### config.mk
export PLATFORM = sky130hd
export DESIGN_NAME = weighted_grid_neighbour_expander_unit
export DESIGN_NICKNAME = d
export VERILOG_FILES = /design/src/rtl/wgne_pkg.sv /design/src/rtl/wgne_front.sv /design/src/rtl/wgne_queue.sv /design/src/rtl/wgne_back.sv /design/src/rtl/weighted_grid_neighbour_expander_unit.sv
export VERILOG_INCLUDE_DIRS = /design/src /design/src/rtl
export SDC_FILE = /design/constraint.sdc
export NUM_CORES = 1
export LEC_CHECK = 0
export BUFFER_PORTS_ARGS = -buffer_cell sky130_fd_sc_hd__buf_2
export CORE_ASPECT_RATIO = 1.25
export CORE_MARGIN = 3
export CORE_UTILIZATION = 50
export CTS_BUF_LIST = sky130_fd_sc_hd__clkbuf_16
export CTS_CLUSTER_SIZE = 12
export DETAILED_ROUTE_END_ITERATION = 10
export GPL_ROUTABILITY_DRIVEN = 0
export PLACE_DENSITY = 0.67
export SLEW_MARGIN = 15
export SYNTH_ARGS = -nofsm -noshare
export SYNTH_HDL_FRONTEND = slang
export SYNTH_SLANG_ARGS = --single-unit
export TNS_END_PERCENT = 100
### constraint.sdc
create_clock -name clk -period 12.6 [get_ports clk]
set_input_delay 2.52 -clock clk [delete_from_list [all_inputs] [get_ports clk]]
set_output_delay 2.52 -clock clk [all_outputs]
set_load 0.02 [all_outputs]
### src/rtl/weighted_grid_neighbour_expander_unit_macros.svh
// Assertion macros for the neighbour expander.
// Both expect clk and rst_n in scope.
`ifndef WEIGHTED_GRID_NEIGHBOUR_EXPANDER_UNIT_MACROS_SVH
`define WEIGHTED_GRID_NEIGHBOUR_EXPANDER_UNIT_MACROS_SVH

// same-cycle implication
`define WGNE_ASSERT_IMPL(label, ante, cons, msg) \
  label: assert property (@(posedge clk) disable iff (!rst_n) (ante) |-> (cons)) \
    else $error(msg);

// next-cycle implication
`define WGNE_ASSERT_NEXT(label, ante, cons, msg) \
  label: assert property (@(posedge clk) disable iff (!rst_n) (ante) |=> (cons)) \
    else $error(msg);

`endif

### src/rtl/wgne_pkg.sv
package wgne_pkg;

  localparam int ID_BITS_DEF     = 20;
  localparam int WEIGHT_BITS_DEF = 8;
  localparam int QUEUE_DEPTH     = 2;

  localparam int NODE_W     = 20;
  localparam int WEIGHT_W   = 8;
  localparam int COST_W     = 17;
  localparam int GW_W       = 12;
  localparam int SUM_W      = 10;
  localparam int N_SLOT     = 8;
  localparam int IN_DATA_W  = 96;
  localparam int OUT_DATA_W = 40;

  localparam logic [GW_W-1:0] GW_RESET = 12'd256;

  // straight cost = sum * 128
  localparam int STRAIGHT_SHIFT = 7;

  // 64 * sqrt(2) in Q7.32, split into two partial products
  localparam int              DIAG_FRAC = 32;
  localparam int              DIAG_K_W  = 39;
  localparam int              DIAG_LO_W = 20;
  localparam int              DIAG_HI_W = DIAG_K_W - DIAG_LO_W;
  localparam logic [DIAG_K_W-1:0]  DIAG_K    = 39'd388736063997;
  localparam logic [DIAG_HI_W-1:0] DIAG_K_HI = DIAG_K[DIAG_K_W-1:DIAG_LO_W];
  localparam logic [DIAG_LO_W-1:0] DIAG_K_LO = DIAG_K[DIAG_LO_W-1:0];
  localparam int              PROD_W    = SUM_W + DIAG_K_W;

  // emission order
  typedef enum logic [2:0] {
    SLOT_N, SLOT_NE, SLOT_NW, SLOT_S, SLOT_SE, SLOT_SW, SLOT_E, SLOT_W
  } slot_t;

  typedef struct packed {
    logic [N_SLOT-1:0]            mask;
    logic [N_SLOT-1:0][SUM_W-1:0] sums;
  } desc_t;

  localparam int DESC_W = $bits(desc_t);

endpackage

### src/rtl/wgne_front.sv
module wgne_front import wgne_pkg::*; #(
  parameter int ID_BITS     = ID_BITS_DEF,
  parameter int WEIGHT_BITS = WEIGHT_BITS_DEF
) (
  input  logic [IN_DATA_W-1:0] in_data,
  input  logic [GW_W-1:0]      grid_width,
  output desc_t                desc,
  output logic [ID_BITS-1:0]   id_c,
  output logic [ID_BITS-1:0]   id_n,
  output logic [ID_BITS-1:0]   id_s
);

  localparam int WB_EFF = (WEIGHT_BITS < WEIGHT_W) ? WEIGHT_BITS : WEIGHT_W;
  localparam logic [WEIGHT_W:0]   W_MASK_X = ((WEIGHT_W+1)'(1) << WB_EFF) - (WEIGHT_W+1)'(1);
  localparam logic [WEIGHT_W-1:0] W_MASK   = W_MASK_X[WEIGHT_W-1:0];

  logic [WEIGHT_W-1:0] wc, wn, ws, we, ww, wne, wnw, wse, wsw;
  logic [ID_BITS-1:0]  gwx;
  logic                nz_n, nz_s, nz_e, nz_w;

  assign wc  = in_data[27:20] & W_MASK;
  assign wn  = in_data[35:28] & W_MASK;
  assign ws  = in_data[43:36] & W_MASK;
  assign we  = in_data[51:44] & W_MASK;
  assign ww  = in_data[59:52] & W_MASK;
  assign wne = in_data[67:60] & W_MASK;
  assign wnw = in_data[75:68] & W_MASK;
  assign wse = in_data[83:76] & W_MASK;
  assign wsw = in_data[91:84] & W_MASK;

  assign nz_n = (wn != '0);
  assign nz_s = (ws != '0);
  assign nz_e = (we != '0);
  assign nz_w = (ww != '0);

  assign gwx  = ID_BITS'(grid_width);
  assign id_c = ID_BITS'(in_data[NODE_W-1:0]);
  assign id_n = id_c - gwx;
  assign id_s = id_c + gwx;

  always_comb begin
    desc.mask[SLOT_N]  = nz_n;
    desc.mask[SLOT_NE] = nz_n && (wne != '0) && nz_e;
    desc.mask[SLOT_NW] = nz_n && (wnw != '0) && nz_w;
    desc.mask[SLOT_S]  = nz_s;
    desc.mask[SLOT_SE] = nz_s && (wse != '0) && nz_e;
    desc.mask[SLOT_SW] = nz_s && (wsw != '0) && nz_w;
    desc.mask[SLOT_E]  = nz_e;
    desc.mask[SLOT_W]  = nz_w;

    desc.sums[SLOT_N]  = SUM_W'(wc) + SUM_W'(wn);
    desc.sums[SLOT_S]  = SUM_W'(wc) + SUM_W'(ws);
    desc.sums[SLOT_E]  = SUM_W'(wc) + SUM_W'(we);
    desc.sums[SLOT_W]  = SUM_W'(wc) + SUM_W'(ww);
    desc.sums[SLOT_NE] = SUM_W'(wc) + SUM_W'(wn) + SUM_W'(we) + SUM_W'(wne);
    desc.sums[SLOT_NW] = SUM_W'(wc) + SUM_W'(wn) + SUM_W'(ww) + SUM_W'(wnw);
    desc.sums[SLOT_SE] = SUM_W'(wc) + SUM_W'(ws) + SUM_W'(we) + SUM_W'(wse);
    desc.sums[SLOT_SW] = SUM_W'(wc) + SUM_W'(ws) + SUM_W'(ww) + SUM_W'(wsw);
  end

endmodule

### src/rtl/wgne_queue.sv
module wgne_queue import wgne_pkg::*; #(
  parameter int DATA_W = DESC_W,
  parameter int DEPTH  = QUEUE_DEPTH
) (
  input  logic              clk,
  input  logic              rst_n,
  input  logic              push,
  input  logic [DATA_W-1:0] push_data,
  output logic              full,
  input  logic              pop,
  output logic              valid,
  output logic [DATA_W-1:0] pop_data
);

  localparam int PTR_W = (DEPTH > 1) ? $clog2(DEPTH) : 1;
  localparam int CNT_W = $clog2(DEPTH + 1);

  logic [DATA_W-1:0] mem [DEPTH];
  logic [PTR_W-1:0]  wr_ptr_r, wr_ptr_nxt;
  logic [PTR_W-1:0]  rd_ptr_r, rd_ptr_nxt;
  logic [CNT_W-1:0]  cnt_r, cnt_nxt;

  assign full     = (cnt_r == CNT_W'(DEPTH));
  assign valid    = (cnt_r != '0);
  assign pop_data = mem[rd_ptr_r];

  always_comb begin
    wr_ptr_nxt = wr_ptr_r;
    rd_ptr_nxt = rd_ptr_r;
    cnt_nxt    = cnt_r;
    if (push) begin
      wr_ptr_nxt = (wr_ptr_r == PTR_W'(DEPTH - 1)) ? '0 : wr_ptr_r + 1'b1;
    end
    if (pop) begin
      rd_ptr_nxt = (rd_ptr_r == PTR_W'(DEPTH - 1)) ? '0 : rd_ptr_r + 1'b1;
    end
    if (push && !pop) begin
      cnt_nxt = cnt_r + 1'b1;
    end else if (pop && !push) begin
      cnt_nxt = cnt_r - 1'b1;
    end
  end

  always_ff @(posedge clk) begin
    if (!rst_n) begin
      wr_ptr_r <= '0;
      rd_ptr_r <= '0;
      cnt_r    <= '0;
    end else begin
      wr_ptr_r <= wr_ptr_nxt;
      rd_ptr_r <= rd_ptr_nxt;
      cnt_r    <= cnt_nxt;
    end
  end

  always_ff @(posedge clk) begin
    if (push) begin
      mem[wr_ptr_r] <= push_data;
    end
  end

endmodule

### src/rtl/wgne_back.sv
module wgne_back import wgne_pkg::*; #(
  parameter int ID_BITS = ID_BITS_DEF
) (
  input  logic                  clk,
  input  logic                  rst_n,
  input  logic                  q_valid,
  input  desc_t                 q_desc,
  input  logic [ID_BITS-1:0]    q_id_c,
  input  logic [ID_BITS-1:0]    q_id_n,
  input  logic [ID_BITS-1:0]    q_id_s,
  output logic                  q_pop,
  output logic                  busy,
  output logic                  out_tvalid,
  input  logic                  out_tready,
  output logic [OUT_DATA_W-1:0] out_tdata,
  output logic                  out_tlast
);

  localparam int PAD_W = OUT_DATA_W - NODE_W - COST_W;

  // current item
  logic                         cur_valid_r, cur_valid_nxt;
  logic [N_SLOT-1:0]            cur_mask_r, cur_mask_nxt;
  logic [N_SLOT-1:0][SUM_W-1:0] cur_sums_r;
  logic [ID_BITS-1:0]           cur_id_c_r, cur_id_n_r, cur_id_s_r;

  // stage A: slot picked
  logic               a_valid_r, a_diag_r, a_last_r;
  logic [SUM_W-1:0]   a_sum_r;
  logic [ID_BITS-1:0] a_id_r;

  // stage B: partial products
  logic                       b_valid_r, b_diag_r, b_last_r;
  logic [SUM_W-1:0]           b_sum_r;
  logic [SUM_W+DIAG_HI_W-1:0] b_phi_r;
  logic [SUM_W+DIAG_LO_W-1:0] b_plo_r;
  logic [ID_BITS-1:0]         b_id_r;

  // output register
  logic              o_valid_r, o_last_r;
  logic [COST_W-1:0] o_cost_r, cost_nxt;
  logic [NODE_W-1:0] o_id_r;

  logic               en, emit, last;
  logic [2:0]         sel_idx;
  slot_t              sel;
  logic [N_SLOT-1:0]  rem;
  logic               sel_diag;
  logic [ID_BITS-1:0] sel_id;
  logic [PROD_W-1:0]  rnd;

  assign en    = !o_valid_r || out_tready;
  assign emit  = en && cur_valid_r;
  assign q_pop = q_valid && (!cur_valid_r || (emit && last));
  assign busy  = cur_valid_r;

  always_comb begin
    sel_idx = '0;
    for (int i = N_SLOT - 1; i >= 0; i--) begin
      if (cur_mask_r[i]) sel_idx = 3'(i);
    end
  end

  assign sel  = slot_t'(sel_idx);
  assign rem  = cur_mask_r & ~(N_SLOT'(1) << sel_idx);
  assign last = (rem == '0);

  always_comb begin
    unique case (sel)
      SLOT_N:  begin sel_id = cur_id_n_r;        sel_diag = 1'b0; end
      SLOT_NE: begin sel_id = cur_id_n_r + 1'b1; sel_diag = 1'b1; end
      SLOT_NW: begin sel_id = cur_id_n_r - 1'b1; sel_diag = 1'b1; end
      SLOT_S:  begin sel_id = cur_id_s_r;        sel_diag = 1'b0; end
      SLOT_SE: begin sel_id = cur_id_s_r + 1'b1; sel_diag = 1'b1; end
      SLOT_SW: begin sel_id = cur_id_s_r - 1'b1; sel_diag = 1'b1; end
      SLOT_E:  begin sel_id = cur_id_c_r + 1'b1; sel_diag = 1'b0; end
      SLOT_W:  begin sel_id = cur_id_c_r - 1'b1; sel_diag = 1'b0; end
    endcase
  end

  always_comb begin
    cur_valid_nxt = cur_valid_r;
    cur_mask_nxt  = cur_mask_r;
    if (q_pop) begin
      cur_valid_nxt = 1'b1;
      cur_mask_nxt  = q_desc.mask;
    end else if (emit) begin
      cur_valid_nxt = !last;
      cur_mask_nxt  = rem;
    end
  end

  // round to nearest: add half an lsb at the Q32 point
  assign rnd = (PROD_W'(b_phi_r) << DIAG_LO_W) + PROD_W'(b_plo_r)
             + (PROD_W'(1) << (DIAG_FRAC - 1));
  assign cost_nxt = b_diag_r ? rnd[DIAG_FRAC +: COST_W]
                             : (COST_W'(b_sum_r) << STRAIGHT_SHIFT);

  always_ff @(posedge clk) begin
    if (!rst_n) begin
      cur_valid_r <= 1'b0;
      cur_mask_r  <= '0;
      a_valid_r   <= 1'b0;
      b_valid_r   <= 1'b0;
      o_valid_r   <= 1'b0;
    end else begin
      cur_valid_r <= cur_valid_nxt;
      cur_mask_r  <= cur_mask_nxt;
      if (en) begin
        a_valid_r <= emit;
        b_valid_r <= a_valid_r;
        o_valid_r <= b_valid_r;
      end
    end
  end

  always_ff @(posedge clk) begin
    if (q_pop) begin
      cur_sums_r <= q_desc.sums;
      cur_id_c_r <= q_id_c;
      cur_id_n_r <= q_id_n;
      cur_id_s_r <= q_id_s;
    end
    if (en) begin
      a_diag_r <= sel_diag;
      a_last_r <= last;
      a_sum_r  <= cur_sums_r[sel_idx];
      a_id_r   <= sel_id;
      b_diag_r <= a_diag_r;
      b_last_r <= a_last_r;
      b_sum_r  <= a_sum_r;
      b_phi_r  <= a_sum_r * DIAG_K_HI;
      b_plo_r  <= a_sum_r * DIAG_K_LO;
      b_id_r   <= a_id_r;
      o_last_r <= b_last_r;
      o_cost_r <= cost_nxt;
      o_id_r   <= NODE_W'(b_id_r);
    end
  end

  assign out_tvalid = o_valid_r;
  assign out_tlast  = o_last_r;
  assign out_tdata  = {{PAD_W{1'b0}}, o_cost_r, o_id_r};

endmodule

### src/rtl/weighted_grid_neighbour_expander_unit.sv
// An input beat passes queue, current item, stage A, stage B and output register.
// Throughput: one result beat per cycle while out_tready is high and cells are waiting;
// a cell holds the back end for its results (at most 8); a cell with none is dropped.
// A 2-entry queue between classifier and emitter; input is taken while it has room.
// Reset: synchronous, active low; clears queue and pipeline, grid_width returns to 256.
`include "weighted_grid_neighbour_expander_unit_macros.svh"

module weighted_grid_neighbour_expander_unit import wgne_pkg::*; #(
  parameter int ID_BITS     = ID_BITS_DEF,
  parameter int WEIGHT_BITS = WEIGHT_BITS_DEF
) (
  input  logic                  clk,
  input  logic                  rst_n,
  input  logic                  in_tvalid,
  output logic                  in_tready,
  // node_id[19:0], weight_center[27:20], weight_north[35:28], weight_south[43:36],
  // weight_east[51:44], weight_west[59:52], weight_northeast[67:60],
  // weight_northwest[75:68], weight_southeast[83:76], weight_southwest[91:84]
  input  logic [IN_DATA_W-1:0]  in_tdata,
  output logic                  out_tvalid,
  input  logic                  out_tready,
  // neighbour_id[19:0], step_cost[36:20]
  output logic [OUT_DATA_W-1:0] out_tdata,
  output logic                  out_tlast,
  input  logic                  cfg_valid,
  output logic                  cfg_ready,
  input  logic [GW_W-1:0]       cfg_data
);

  localparam int Q_W = DESC_W + 3 * ID_BITS;

  logic [GW_W-1:0]    gw_r;
  desc_t              f_desc, q_desc;
  logic [ID_BITS-1:0] f_id_c, f_id_n, f_id_s;
  logic               q_push, q_full, q_pop, q_valid, back_busy;
  logic [Q_W-1:0]     q_rdata;

  assign cfg_ready = 1'b1;

  always_ff @(posedge clk) begin
    if (!rst_n) begin
      gw_r <= GW_RESET;
    end else if (cfg_valid && cfg_ready) begin
      gw_r <= cfg_data;
    end
  end

  wgne_front #(
    .ID_BITS     (ID_BITS),
    .WEIGHT_BITS (WEIGHT_BITS)
  ) u_front (
    .in_data    (in_tdata),
    .grid_width (gw_r),
    .desc       (f_desc),
    .id_c       (f_id_c),
    .id_n       (f_id_n),
    .id_s       (f_id_s)
  );

  assign in_tready = !q_full;
  // cells with no open neighbour are dropped here
  assign q_push    = in_tvalid && in_tready && (f_desc.mask != '0);

  wgne_queue #(
    .DATA_W (Q_W),
    .DEPTH  (QUEUE_DEPTH)
  ) u_queue (
    .clk       (clk),
    .rst_n     (rst_n),
    .push      (q_push),
    .push_data ({f_id_s, f_id_n, f_id_c, f_desc}),
    .full      (q_full),
    .pop       (q_pop),
    .valid     (q_valid),
    .pop_data  (q_rdata)
  );

  assign q_desc = desc_t'(q_rdata[DESC_W-1:0]);

  wgne_back #(
    .ID_BITS (ID_BITS)
  ) u_back (
    .clk        (clk),
    .rst_n      (rst_n),
    .q_valid    (q_valid),
    .q_desc     (q_desc),
    .q_id_c     (q_rdata[DESC_W +: ID_BITS]),
    .q_id_n     (q_rdata[DESC_W + ID_BITS +: ID_BITS]),
    .q_id_s     (q_rdata[DESC_W + 2 * ID_BITS +: ID_BITS]),
    .q_pop      (q_pop),
    .busy       (back_busy),
    .out_tvalid (out_tvalid),
    .out_tready (out_tready),
    .out_tdata  (out_tdata),
    .out_tlast  (out_tlast)
  );

  `WGNE_ASSERT_IMPL(a_pop_nonempty, q_pop, q_valid, "pop from empty queue")
  `WGNE_ASSERT_IMPL(a_busy_from_pop, $rose(back_busy), $past(q_pop), "emitter started without pop")
  `WGNE_ASSERT_IMPL(a_full_implies_busy, !in_tready, back_busy, "queue full while emitter idle")
  `WGNE_ASSERT_NEXT(a_idle_loads, q_valid && !back_busy, back_busy, "emitter did not load")

endmodule

==> results_dict.tcl, run 1 <==
set metrics [dict create \
    run_status "completed" \
    min_path_type "reg2reg" \
    grt_first_pass_wirelength_mm 121 \
    globalRouteOverflowTotal 0 \
    reg_clk_slew_reported_paths_ns 0.06 \
    fmax_mhz 165 \
    fin_crit_ns 6.06 \
    die_height_um 302 \
    boundaryPins 157 \
    final_min_period_over_clock_period 0.481 \
    count_of_standard_cell_rows 107 \
    mappedNetlistArea_mm2 0.0351 \
    postCtsHoldBufs 0 \
    cts_tree "yes" \
    cp_data_arrival_time_ns 6.45 \
    synthesis.instances 2796 \
    cts_buffers 59 \
    timing_worst_slew_pin_value_ns 1.15 \
    layout.nets 3534 \
    worst_ep_required_time_ns 12.99 \
    setup.worst_path.start_class "flip-flop" \
    detailedRoute.firstPassIterationCount 7 \
    grt_pass1_vias 22358 \
    ys_warn_count 0 \
    grt_use_total 0.210 \
    synth.ff_latch_count 590 \
    final_max_slew_viol_count 0 \
    final.setup.tns_ns 0 \
    setup_viol_count_final 0 \
    via_count 21721 \
    post_route_cells_drive_above_1_share 0.142 \
    synth-edff-count 561 \
    ys_async_sr_fraction 0 \
    rsz0062_at_grt "no" \
    floorplan.die.width_um 243 \
    dpl.hpwl_mm 57.9 \
    drc 0 \
    postCtsResizedCells 0 \
    ant_nets 0 \
    finClkSkew_ns 0.0313 \
    rrSetupSlack_ns 6.54 \
    cts_setup_buffers 0 \
    floorplan.core_area_mm2 0.0688 \
    ctsHtreeMaxLevel 2 \
    floorplan.die_area_mm2 0.0734 \
    max-slew-margin-rel 0.232 \
    initial_utilization 0.510 \
    post_drt_via_cell_ratio 5.52 \
    yosysSeqAreaShare 0.497 \
    routedWlPerCell_um 19.5 \
    finalWirelength_mm 76.8 \
    antenna_found_initial 7 \
    port_buffers 148 \
    crit_path_end_kind "flip-flop" \
    area_delta_synth_final_pct 10.1 \
    drt_first_iter_violations 1657 \
    yosysUniqueCellTypes 92 \
    critical_path.max_fanout 10 \
    max-cap-violations 0 \
    root_buffer "sky130_fd_sc_hd__clkbuf_16" \
    synthesis.area_per_instance_um2 12.5 \
    finalHoldViolCount 0 \
    clk_path_buf_depth 3 \
    clk-insertion-delay-late_ns 0.64 \
    clock_sinks 590 \
    path_class "reg2reg" \
    synth-main-ff-cell "sky130_fd_sc_hd__edfxtp_1" \
    maximum_number_of_pins_on_one_net_before_global_route_repair 82 \
]
## area by class of cell
cell class                      instances  area, µm²
Clock inverter                         42        229
Multi-Input combinational cell       1775      16000
Inverter                              368       1390
Fill cell                            5645      30200
Timing Repair Buffer                  168        891
Antenna cell                            3       7.51
Clock buffer                           60       1500
Sequential cell                       590      17400
Tap cell                              926       1160
## cell usage in the layout (no fill, tap or decap), types with 13 or more instances in the layout
master,Yosys,routed
sky130_fd_sc_hd__o21ai_0,98,97
sky130_fd_sc_hd__inv_1,367,389
sky130_fd_sc_hd__clkbuf_16,0,60
sky130_fd_sc_hd__o22ai_1,17,17
sky130_fd_sc_hd__a211oi_1,13,13
sky130_fd_sc_hd__mux2_2,143,143
sky130_fd_sc_hd__nand2b_1,24,24
sky130_fd_sc_hd__and2_1,18,17
sky130_fd_sc_hd__buf_2,7,148
sky130_fd_sc_hd__a21oi_1,170,170
sky130_fd_sc_hd__nor2b_1,35,35
sky130_fd_sc_hd__mux2i_1,45,45
sky130_fd_sc_hd__dfxtp_1,29,28
sky130_fd_sc_hd__nor2_1,99,97
sky130_fd_sc_hd__xor2_1,64,64
sky130_fd_sc_hd__o21bai_1,35,35
sky130_fd_sc_hd__a21o_1,54,54
sky130_fd_sc_hd__nor3_1,17,17
sky130_fd_sc_hd__edfxtp_1,561,561
sky130_fd_sc_hd__a31oi_1,13,13
sky130_fd_sc_hd__nand3_1,21,21
sky130_fd_sc_hd__nand2_1,100,100
sky130_fd_sc_hd__ha_1,327,327
sky130_fd_sc_hd__o21a_1,16,16
sky130_fd_sc_hd__fa_1,132,132
sky130_fd_sc_hd__nor4_1,16,16
sky130_fd_sc_hd__o211ai_1,18,18
sky130_fd_sc_hd__xnor2_1,106,106
sky130_fd_sc_hd__buf_4,6,20
sky130_fd_sc_hd__nand4_1,13,13
sky130_fd_sc_hd__and3_1,18,18
## synth_stat cells, types with 8 or more instances
cell,instances,area [µm²]
sky130_fd_sc_hd__a21o_1,54,405
sky130_fd_sc_hd__nand4_1,13,81.3
sky130_fd_sc_hd__xor2_1,64,561
sky130_fd_sc_hd__inv_1,367,1380
sky130_fd_sc_hd__o22ai_1,17,106
sky130_fd_sc_hd__and3_1,18,113
sky130_fd_sc_hd__a21oi_1,170,851
sky130_fd_sc_hd__edfxtp_1,561,16800
sky130_fd_sc_hd__nand3_1,21,105
sky130_fd_sc_hd__nor3_1,17,85.1
sky130_fd_sc_hd__or3_1,9,56.3
sky130_fd_sc_hd__nor2b_1,35,219
sky130_fd_sc_hd__o21ai_0,98,490
sky130_fd_sc_hd__a211oi_1,13,97.6
sky130_fd_sc_hd__o21bai_1,35,263
sky130_fd_sc_hd__clkbuf_1,47,176
sky130_fd_sc_hd__or4_1,9,67.6
sky130_fd_sc_hd__mux2i_1,45,450
sky130_fd_sc_hd__xnor2_1,106,928
sky130_fd_sc_hd__nor2_1,99,372
sky130_fd_sc_hd__mux2_2,143,1610
sky130_fd_sc_hd__dfxtp_1,29,581
sky130_fd_sc_hd__nor4_1,16,100
sky130_fd_sc_hd__or2_2,8,50.1
sky130_fd_sc_hd__a221oi_1,8,70.1
sky130_fd_sc_hd__a31oi_1,13,81.3
sky130_fd_sc_hd__nand2b_1,24,150
sky130_fd_sc_hd__fa_1,132,2640
sky130_fd_sc_hd__nand2_1,100,375
sky130_fd_sc_hd__o21a_1,16,120
sky130_fd_sc_hd__o211ai_1,18,135
sky130_fd_sc_hd__and2_1,18,113
sky130_fd_sc_hd__ha_1,327,4090
## path summary, 6_finish.rpt
path / from / to / depth (start not counted)
worst max-delay path: u_back.a_sum_r[4] / u_back.b_plo_r[24] / 16
worst min-delay path: u_back.a_id_r[19] / u_back.b_id_r[19] / 0
worst max register to register: u_back.a_sum_r[4] / u_back.b_plo_r[24] / 16
worst min register to register: u_back.a_id_r[19] / u_back.b_id_r[19] / 0
## through the flow
step / cell area (µm²) / util / std cells / hold slack (ns) / worst slack, ns
after global routing: 38600 / 0.561 / 3931 / 0.423 / 6.25
after detailed placement: 36900 / 0.536 / 3827 / 0.405 / 6.37
after global placement: 36900 / 0.536 / 3827 / 0.405 / 6.46
after CTS: 38600 / 0.561 / 3929 / 0.417 / 6.50
after floorplan: 35100 / - / 2798 / 0.400 / 3.03
final: 38600 / 0.561 / 3932 / 0.413 / 6.54
## metal layers
metal | wire length, µm | vias up | global-route usage
met4 | 2740 | 0 | 0.0787
met1 | 31900 | 10559 | 0.262
met2 | 38800 | 590 | 0.372
met3 | 3430 | 172 | 0.0282
li1 | - | 10400 | -
met5 | 0 | - | 0
## state kept, by name (all words and copies together), names as in the netlist, 8 cells and up, named ones only
name / count
u_queue.mem: 286
u_back.cur_sums_r: 76
u_back.b_phi_r: 28
u_back.a_id_r: 20
u_back.b_id_r: 20
u_back.cur_id_c_r: 20
u_back.cur_id_s_r: 20
u_back.o_id_r: 20
u_back.cur_id_n_r: 19
u_back.o_cost_r: 17
gw_r: 12
u_back.b_plo_r: 12
u_back.a_sum_r: 10
u_back.b_sum_r: 8
u_back.cur_mask_r: 8
## critical path, cell delays in order, from the launching register on
cell and delay [ns]:
sky130_fd_sc_hd__edfxtp_1 0.67, sky130_fd_sc_hd__fa_1 0.88, sky130_fd_sc_hd__inv_1 0.15, sky130_fd_sc_hd__fa_1 0.50, sky130_fd_sc_hd__inv_1 0.07, sky130_fd_sc_hd__fa_1 0.51, sky130_fd_sc_hd__fa_1 0.58, sky130_fd_sc_hd__fa_1 0.42
sky130_fd_sc_hd__ha_1 0.32, sky130_fd_sc_hd__a21oi_1 0.16, sky130_fd_sc_hd__o221ai_1 0.13, sky130_fd_sc_hd__a31oi_1 0.35, sky130_fd_sc_hd__a21oi_1 0.12, sky130_fd_sc_hd__or3_4 0.41, sky130_fd_sc_hd__a211o_1 0.32, sky130_fd_sc_hd__a21oi_2 0.16
sky130_fd_sc_hd__xnor2_1 0.09
## cells by family after synthesis
logic type | count (synthesis) | synth area share
AOI/OAI and AO/OA | 535 | 0.0993
xor gates and xnor gates | 171 | 0.0429
adders and majority gates | 459 | 0.192
buffers and inverters | 433 | 0.0477
DFF | 590 | 0.497
muxes | 188 | 0.0588
other | 2 | 0.000214
and+or+nand+nor | 418 | 0.0623
Power of run 1 is not shown: default switching activity piles up to over one toggle a cycle in this logic, so the estimate is an artifact.
==> run 2: changes to the inputs <==
--- a/config.mk
+++ b/config.mk
@@ -14,7 +14,7 @@
 export CTS_CLUSTER_SIZE = 12
 export DETAILED_ROUTE_END_ITERATION = 10
 export GPL_ROUTABILITY_DRIVEN = 0
-export PLACE_DENSITY = 0.67
+export PLACE_DENSITY = 0.7
 export SLEW_MARGIN = 15
 export SYNTH_ARGS = -nofsm -noshare
 export SYNTH_HDL_FRONTEND = slang
==> constraint.sdc (replaced) <==
create_clock -name clk -period 4.9 [get_ports clk]
set_input_delay 0.98 -clock clk [delete_from_list [all_inputs] [get_ports clk]]
set_output_delay 0.98 -clock clk [all_outputs]
set_load 0.02 [all_outputs]
==> results_dict.tcl, run 2 (synthesis results as in run 1) <==
set metrics [dict create \
    run_status "finished, violations left" \
    failing_checks "negative setup slack" \
    final_min_period_over_clock_period 1.09 \
    timing.critical_path.max_delay_family "adder cells" \
    drt_first_iter_violations 1591 \
    path_class "reg2reg" \
    detailedPlace.worstSlack_ns -0.638 \
    floorplan.die.width_um 243 \
    drc 0 \
    routedWlPerCell_um 19.5 \
    cp_data_arrival_time_ns 5.68 \
    layout.nets 3616 \
    cell_depth_of_the_worst_min_delay_path 0 \
    die_height_um 302 \
    final.setup.tns_ns -3.35 \
    final.fill_count 5500 \
    floorplan.core_area_mm2 0.0688 \
    fmax_mhz 188 \
    logic_depth_of_the_worst_register_to_register_path 17 \
    largestRegisters "u_queue.mem x286, u_back.cur_sums_r x76, u_back.b_phi_r x28" \
    critical_path.max_fanout 4 \
    timing_worst_slew_pin_value_ns 1.12 \
    finClkSkew_ns 0.0206 \
    cp_num_buf_inv 4 \
    setup.worst_path.start_class "flip-flop" \
    via_count 22220 \
    ant_nets 0 \
    postCtsHoldBufs 0 \
    port_buffers 148 \
    register_with_the_most_flip_flops "u_queue.mem" \
    largest_register_ffs 286 \
    clk_path_buf_depth 3 \
    detailedRoute.firstPassIterationCount 5 \
    final_max_slew_viol_count 0 \
    post_drt_via_cell_ratio 5.54 \
    grt_use_total 0.213 \
    slowest_delay_ns 0.56 \
    setup_viol_count_final 12 \
    fin_crit_ns 5.32 \
    finalHoldViolCount 0 \
    initial_utilization 0.510 \
    worst_ep_required_time_ns 5.26 \
    boundaryPins 157 \
    antenna_found_initial 7 \
    grt_pass1_vias 23448 \
    cp_num_cells 17 \
    max-cap-violations 0 \
    cts_tree "yes" \
    maximum_number_of_pins_on_one_net_before_global_route_repair 145 \
    grt_first_pass_wirelength_mm 124 \
    path_cells "fa_2 -> fa_1 -> inv_1 -> fa_1 -> inv_1 -> fa_1 -> inv_2 -> fa_1 -> inv_2 -> ha_4 -> or4_4 -> o21ai_4 -> a21oi_2 -> or3_4 -> a211o_1 -> a21oi_2 -> xnor2_1" \
    clk-insertion-delay-late_ns 0.63 \
    cts_buffers 59 \
    dpl.hpwl_mm 59.8 \
    max-slew-margin-rel 0.250 \
    clock_sinks 590 \
    crit_path_end_kind "flip-flop" \
    finalWirelength_mm 78.3 \
    min_path_type "reg2reg" \
    reg_clk_slew_reported_paths_ns 0.06 \
    root_buffer "sky130_fd_sc_hd__clkbuf_16" \
    globalRouteOverflowTotal 0 \
    finalWorstSetupSlack_ns -0.421 \
    cp_common_cell "sky130_fd_sc_hd__fa_1" \
    final_common_cell "sky130_fd_sc_hd__edfxtp_1" \
    rsz0062_at_grt "yes" \
    count_of_standard_cell_rows 107 \
    area_delta_synth_final_pct 13.1 \
    crit_slowest_cell "sky130_fd_sc_hd__fa_2" \
    highest_count_cells_in_the_layout_ignoring_fill_and_taps "561 x sky130_fd_sc_hd__edfxtp_1, 381 x sky130_fd_sc_hd__inv_1, 314 x sky130_fd_sc_hd__ha_1" \
    floorplan.die_area_mm2 0.0734 \
    ctsHtreeMaxLevel 2 \
    post_route_cells_drive_above_1_share 0.180 \
]
[run 2: changes by cell type in the layout (fill, tap and decap cells not counted), moves of 8 or more]
cell,change
sky130_fd_sc_hd__ha_4,+10
sky130_fd_sc_hd__buf_4,+73
sky130_fd_sc_hd__a21oi_1,-8
sky130_fd_sc_hd__ha_1,-13
sky130_fd_sc_hd__inv_1,-8
[run 2: path summary, 6_finish.rpt]
check | slack, ns | startpoint | end
min | 0.42 | u_back.b_id_r[12] | u_back.o_id_r[12]
max | -0.42 | u_back.a_sum_r[3] | u_back.b_plo_r[24]
min reg2reg | 0.42 | u_back.b_id_r[12] | u_back.o_id_r[12]
max reg2reg | -0.42 | u_back.a_sum_r[3] | u_back.b_plo_r[24]
[run 2: metrics by stage]
step / hold WS, ns / area (µm²) / utilization / std cells
after global placement: 0.407 / 37500 / 0.545 / 3900
final: 0.419 / 39700 / 0.577 / 4010
after global routing: 0.424 / 39700 / 0.577 / 4009
after CTS: 0.421 / 39500 / 0.574 / 4003
after detailed placement: 0.405 / 37500 / 0.545 / 3900
after floorplan: 0.400 / 35100 / - / 2798
[run 2: routing by layer]
metal	part of all wire	vias up	routed length (µm)	GRT usage
met2	0.51	666	40200	0.390
met3	0.049	202	3810	0.0298
met4	0.046	6	3590	0.0929
li1	-	10531	-	-
met5	0.00043	-	34	0
met1	0.39	10815	30600	0.251
[run 2: worst register-to-register path, delay by kind of cell, from the launching register on]
family	cells	cell delay [ns]
xor+xnor	1	0.08
buf+inv	4	0.22
flops	1	0.43
compound gates	4	0.78
simple gates	2	0.81
fa+ha+maj	6	2.77
[run 2: cell type report]
cell class              count  area [µm²]  area share
flip-flops and latches    590       17400       0.439
multi-input cells        1775       16300       0.411
repair buffers            250        1580      0.0397
clock buffers              60        1500      0.0378
inverters                 368        1390      0.0350
well taps                 926        1160      0.0292
clock inverters            39         304     0.00766
diodes                      2        5.00    0.000126
[run 2: repair_timing]
| item | 4_1_cts | 5_1_grt |
|---|---|---|
| resized for setup | 33 | 22 |
| endpoints found under the setup margin | 14 | 18 |
| pin swaps | 20 | 23 |
| buffers inserted | 5 | 6 |
Power of run 2 is left out for the same reason.
==> run 3: changes to the inputs <==
--- a/config.mk
+++ b/config.mk
@@ -7,7 +7,7 @@
 export NUM_CORES = 1
 export LEC_CHECK = 0
 export BUFFER_PORTS_ARGS = -buffer_cell sky130_fd_sc_hd__buf_2
-export CORE_ASPECT_RATIO = 1.25
+export CORE_ASPECT_RATIO = 1.5
 export CORE_MARGIN = 3
 export CORE_UTILIZATION = 50
 export CTS_BUF_LIST = sky130_fd_sc_hd__clkbuf_16
@@ -15,6 +15,7 @@
 export DETAILED_ROUTE_END_ITERATION = 10
 export GPL_ROUTABILITY_DRIVEN = 0
 export PLACE_DENSITY = 0.7
+export RECOVER_POWER = 50
 export SLEW_MARGIN = 15
 export SYNTH_ARGS = -nofsm -noshare
 export SYNTH_HDL_FRONTEND = slang
==> results_dict.tcl, run 3 (synthesis results as in run 1) <==
set metrics [dict create \
    globalRouteOverflowTotal 0 \
    reg_clk_slew_reported_paths_ns 0.06 \
    fin_crit_ns 5.36 \
    finalWirelength_mm 80.4 \
    cp_num_buf_inv 6 \
    routedWlPerCell_um 20.1 \
    cts_buffers 58 \
    count_of_standard_cell_rows 118 \
    grt_pass1_vias 23895 \
    antenna_found_initial 9 \
    setup_viol_count_final 11 \
    finalWorstSetupSlack_ns -0.456 \
    max-slew-margin-rel -1.65 \
    slowest_delay_ns 0.64 \
    crit_path_end_kind "flip-flop" \
    largestRegisters "u_queue.mem x286, u_back.cur_sums_r x76, u_back.b_phi_r x28" \
    crit_slowest_cell "sky130_fd_sc_hd__fa_2" \
    clock_sinks 590 \
    maximum_number_of_pins_on_one_net_before_global_route_repair 145 \
    cp_common_cell "sky130_fd_sc_hd__fa_1" \
    layout.nets 3622 \
    detailedRoute.firstPassIterationCount 5 \
    initial_utilization 0.507 \
    timing_worst_slew_pin_value_ns 3.98 \
    port_buffers 148 \
    worst_ep_required_time_ns 5.28 \
    post_route_cells_drive_above_1_share 0.150 \
    path_cells "fa_2 -> buf_6 -> inv_2 -> fa_1 -> inv_1 -> fa_1 -> inv_2 -> fa_1 -> inv_1 -> ha_1 -> ha_2 -> or4_4 -> o21ai_2 -> buf_6 -> a21oi_2 -> or3_4 -> a211o_1 -> a21oi_2 -> xnor2_1" \
    drc 0 \
    area_delta_synth_final_pct 12.6 \
    cp_num_cells 19 \
    run_status "finished, violations left" \
    min_path_type "reg2reg" \
    floorplan.die_area_mm2 0.0734 \
    highest-signal-layer "met5" \
    met2_wirelength_mm 42.6 \
    ant_nets 0 \
    placed_area_mm2 0.0375 \
    via_count 22446 \
    root_buffer "sky130_fd_sc_hd__clkbuf_16" \
    critical_path.reg2reg.startpoint "u_back.a_sum_r[1]" \
    failing_checks "max-capacitance violations, max-slew violations, negative setup slack" \
    ctsHtreeMaxLevel 2 \
    grt_first_pass_wirelength_mm 126 \
    startpoint "u_back.a_sum_r[1]" \
    rsz0062_at_grt "yes" \
    route.layer.met1.wl_mm 29.0 \
    floorplan.core_area_mm2 0.0692 \
    fmax_mhz 187 \
    final_core_utilization 0.571 \
    postCtsHoldBufs 0 \
    cp_data_arrival_time_ns 5.74 \
    clk-insertion-delay-late_ns 0.64 \
    final_max_slew_viol_count 322 \
    dpl.hpwl_mm 60.5 \
    crit_path_end "u_back.b_plo_r[24]" \
    final_common_cell "sky130_fd_sc_hd__edfxtp_1" \
    path_class "reg2reg" \
    cts_tree "yes" \
    boundaryPins 157 \
    largest_register_ffs 286 \
    postLayoutCellArea_mm2 0.0395 \
    rrSetupSlack_ns -0.46 \
    timing.rr.end "u_back.b_plo_r[24]" \
    clk_path_buf_depth 3 \
    setup.worst_path.start_class "flip-flop" \
    finClkSkew_ns 0.0277 \
    post_drt_via_cell_ratio 5.62 \
    die_height_um 330 \
    finalHoldViolCount 0 \
    logic_depth_of_the_worst_register_to_register_path 19 \
    drt_first_iter_violations 1252 \
    routed-wl-met3_mm 3.35 \
    timing.critical_path.max_delay_family "adder cells" \
    floorplan.die.width_um 222 \
    register_with_the_most_flip_flops "u_queue.mem" \
    grt_use_total 0.218 \
    highest_count_cells_in_the_layout_ignoring_fill_and_taps "561 x sky130_fd_sc_hd__edfxtp_1, 387 x sky130_fd_sc_hd__inv_1, 313 x sky130_fd_sc_hd__ha_1" \
    critical_path.max_fanout 3 \
    max-cap-violations 3 \
    final_min_period_over_clock_period 1.09 \
]
[run 3: cell count changes in the layout (fill, tap and decap cells not counted), sizes merged]
cell	change
diode	+3
clkinvlp	+1
clkinv	-4
bufinv	-3
buf	-70
clkbuf	+75
inv	+7
[run 3: layout make-up]
class                      instances  area (µm²)
antenna                            5        12.5
clock buffer                      58        1450
clock inverter                    40         224
fill                            5512       29700
inverter                         368        1390
multi-input combinational       1775       16300
sequential                       590       17400
tap                              900        1130
timing repair buffer             257        1540
[run 3: timing repair]
action / 4_1_cts / 5_1_grt
setup endpoints to repair: 17 / 20
pin swaps: 32 / 26
gates cloned: 0 / 0
gates resized for setup: 38 / 31
hold endpoints to repair: 0 / 0
buffers inserted: 10 / 4
[run 3: layer usage]
layer,up-vias,track usage
li1,10574,-
met1,10963,0.231
met2,641,0.409
met3,260,0.0309
met4,8,0.132
met5,-,0
[run 3: worst min-delay path by stage]
stage | startpoint | to | slack [ns] | cells after the start
finish | u_back.b_id_r[12] | u_back.o_id_r[12] | 0.41 | 0
global route | u_back.b_id_r[13] | u_back.o_id_r[13] | 0.42 | 0
CTS | u_back.b_id_r[12] | u_back.o_id_r[12] | 0.41 | 0
detailed placement | u_back.b_id_r[12] | u_back.o_id_r[12] | 0.40 | 0
global placement | u_back.a_id_r[13] | u_back.b_id_r[13] | 0.41 | 0
floorplan | u_back.a_diag_r | u_back.b_diag_r | 0.40 | 0
[run 3: stage by stage]
step,TNS [ns],hold slack (ns),setup WS (ns),instances
finish,-3.45,0.411,-0.456,3993
global route,-5.17,0.423,-0.594,3991
CTS,-3.02,0.415,-0.398,3984
detailed placement,-6.72,0.405,-0.661,3876
global placement,-5.24,0.405,-0.553,3876
floorplan,-1.24,0.400,-0.290,2798
Power of run 3 is left out for the same reason.
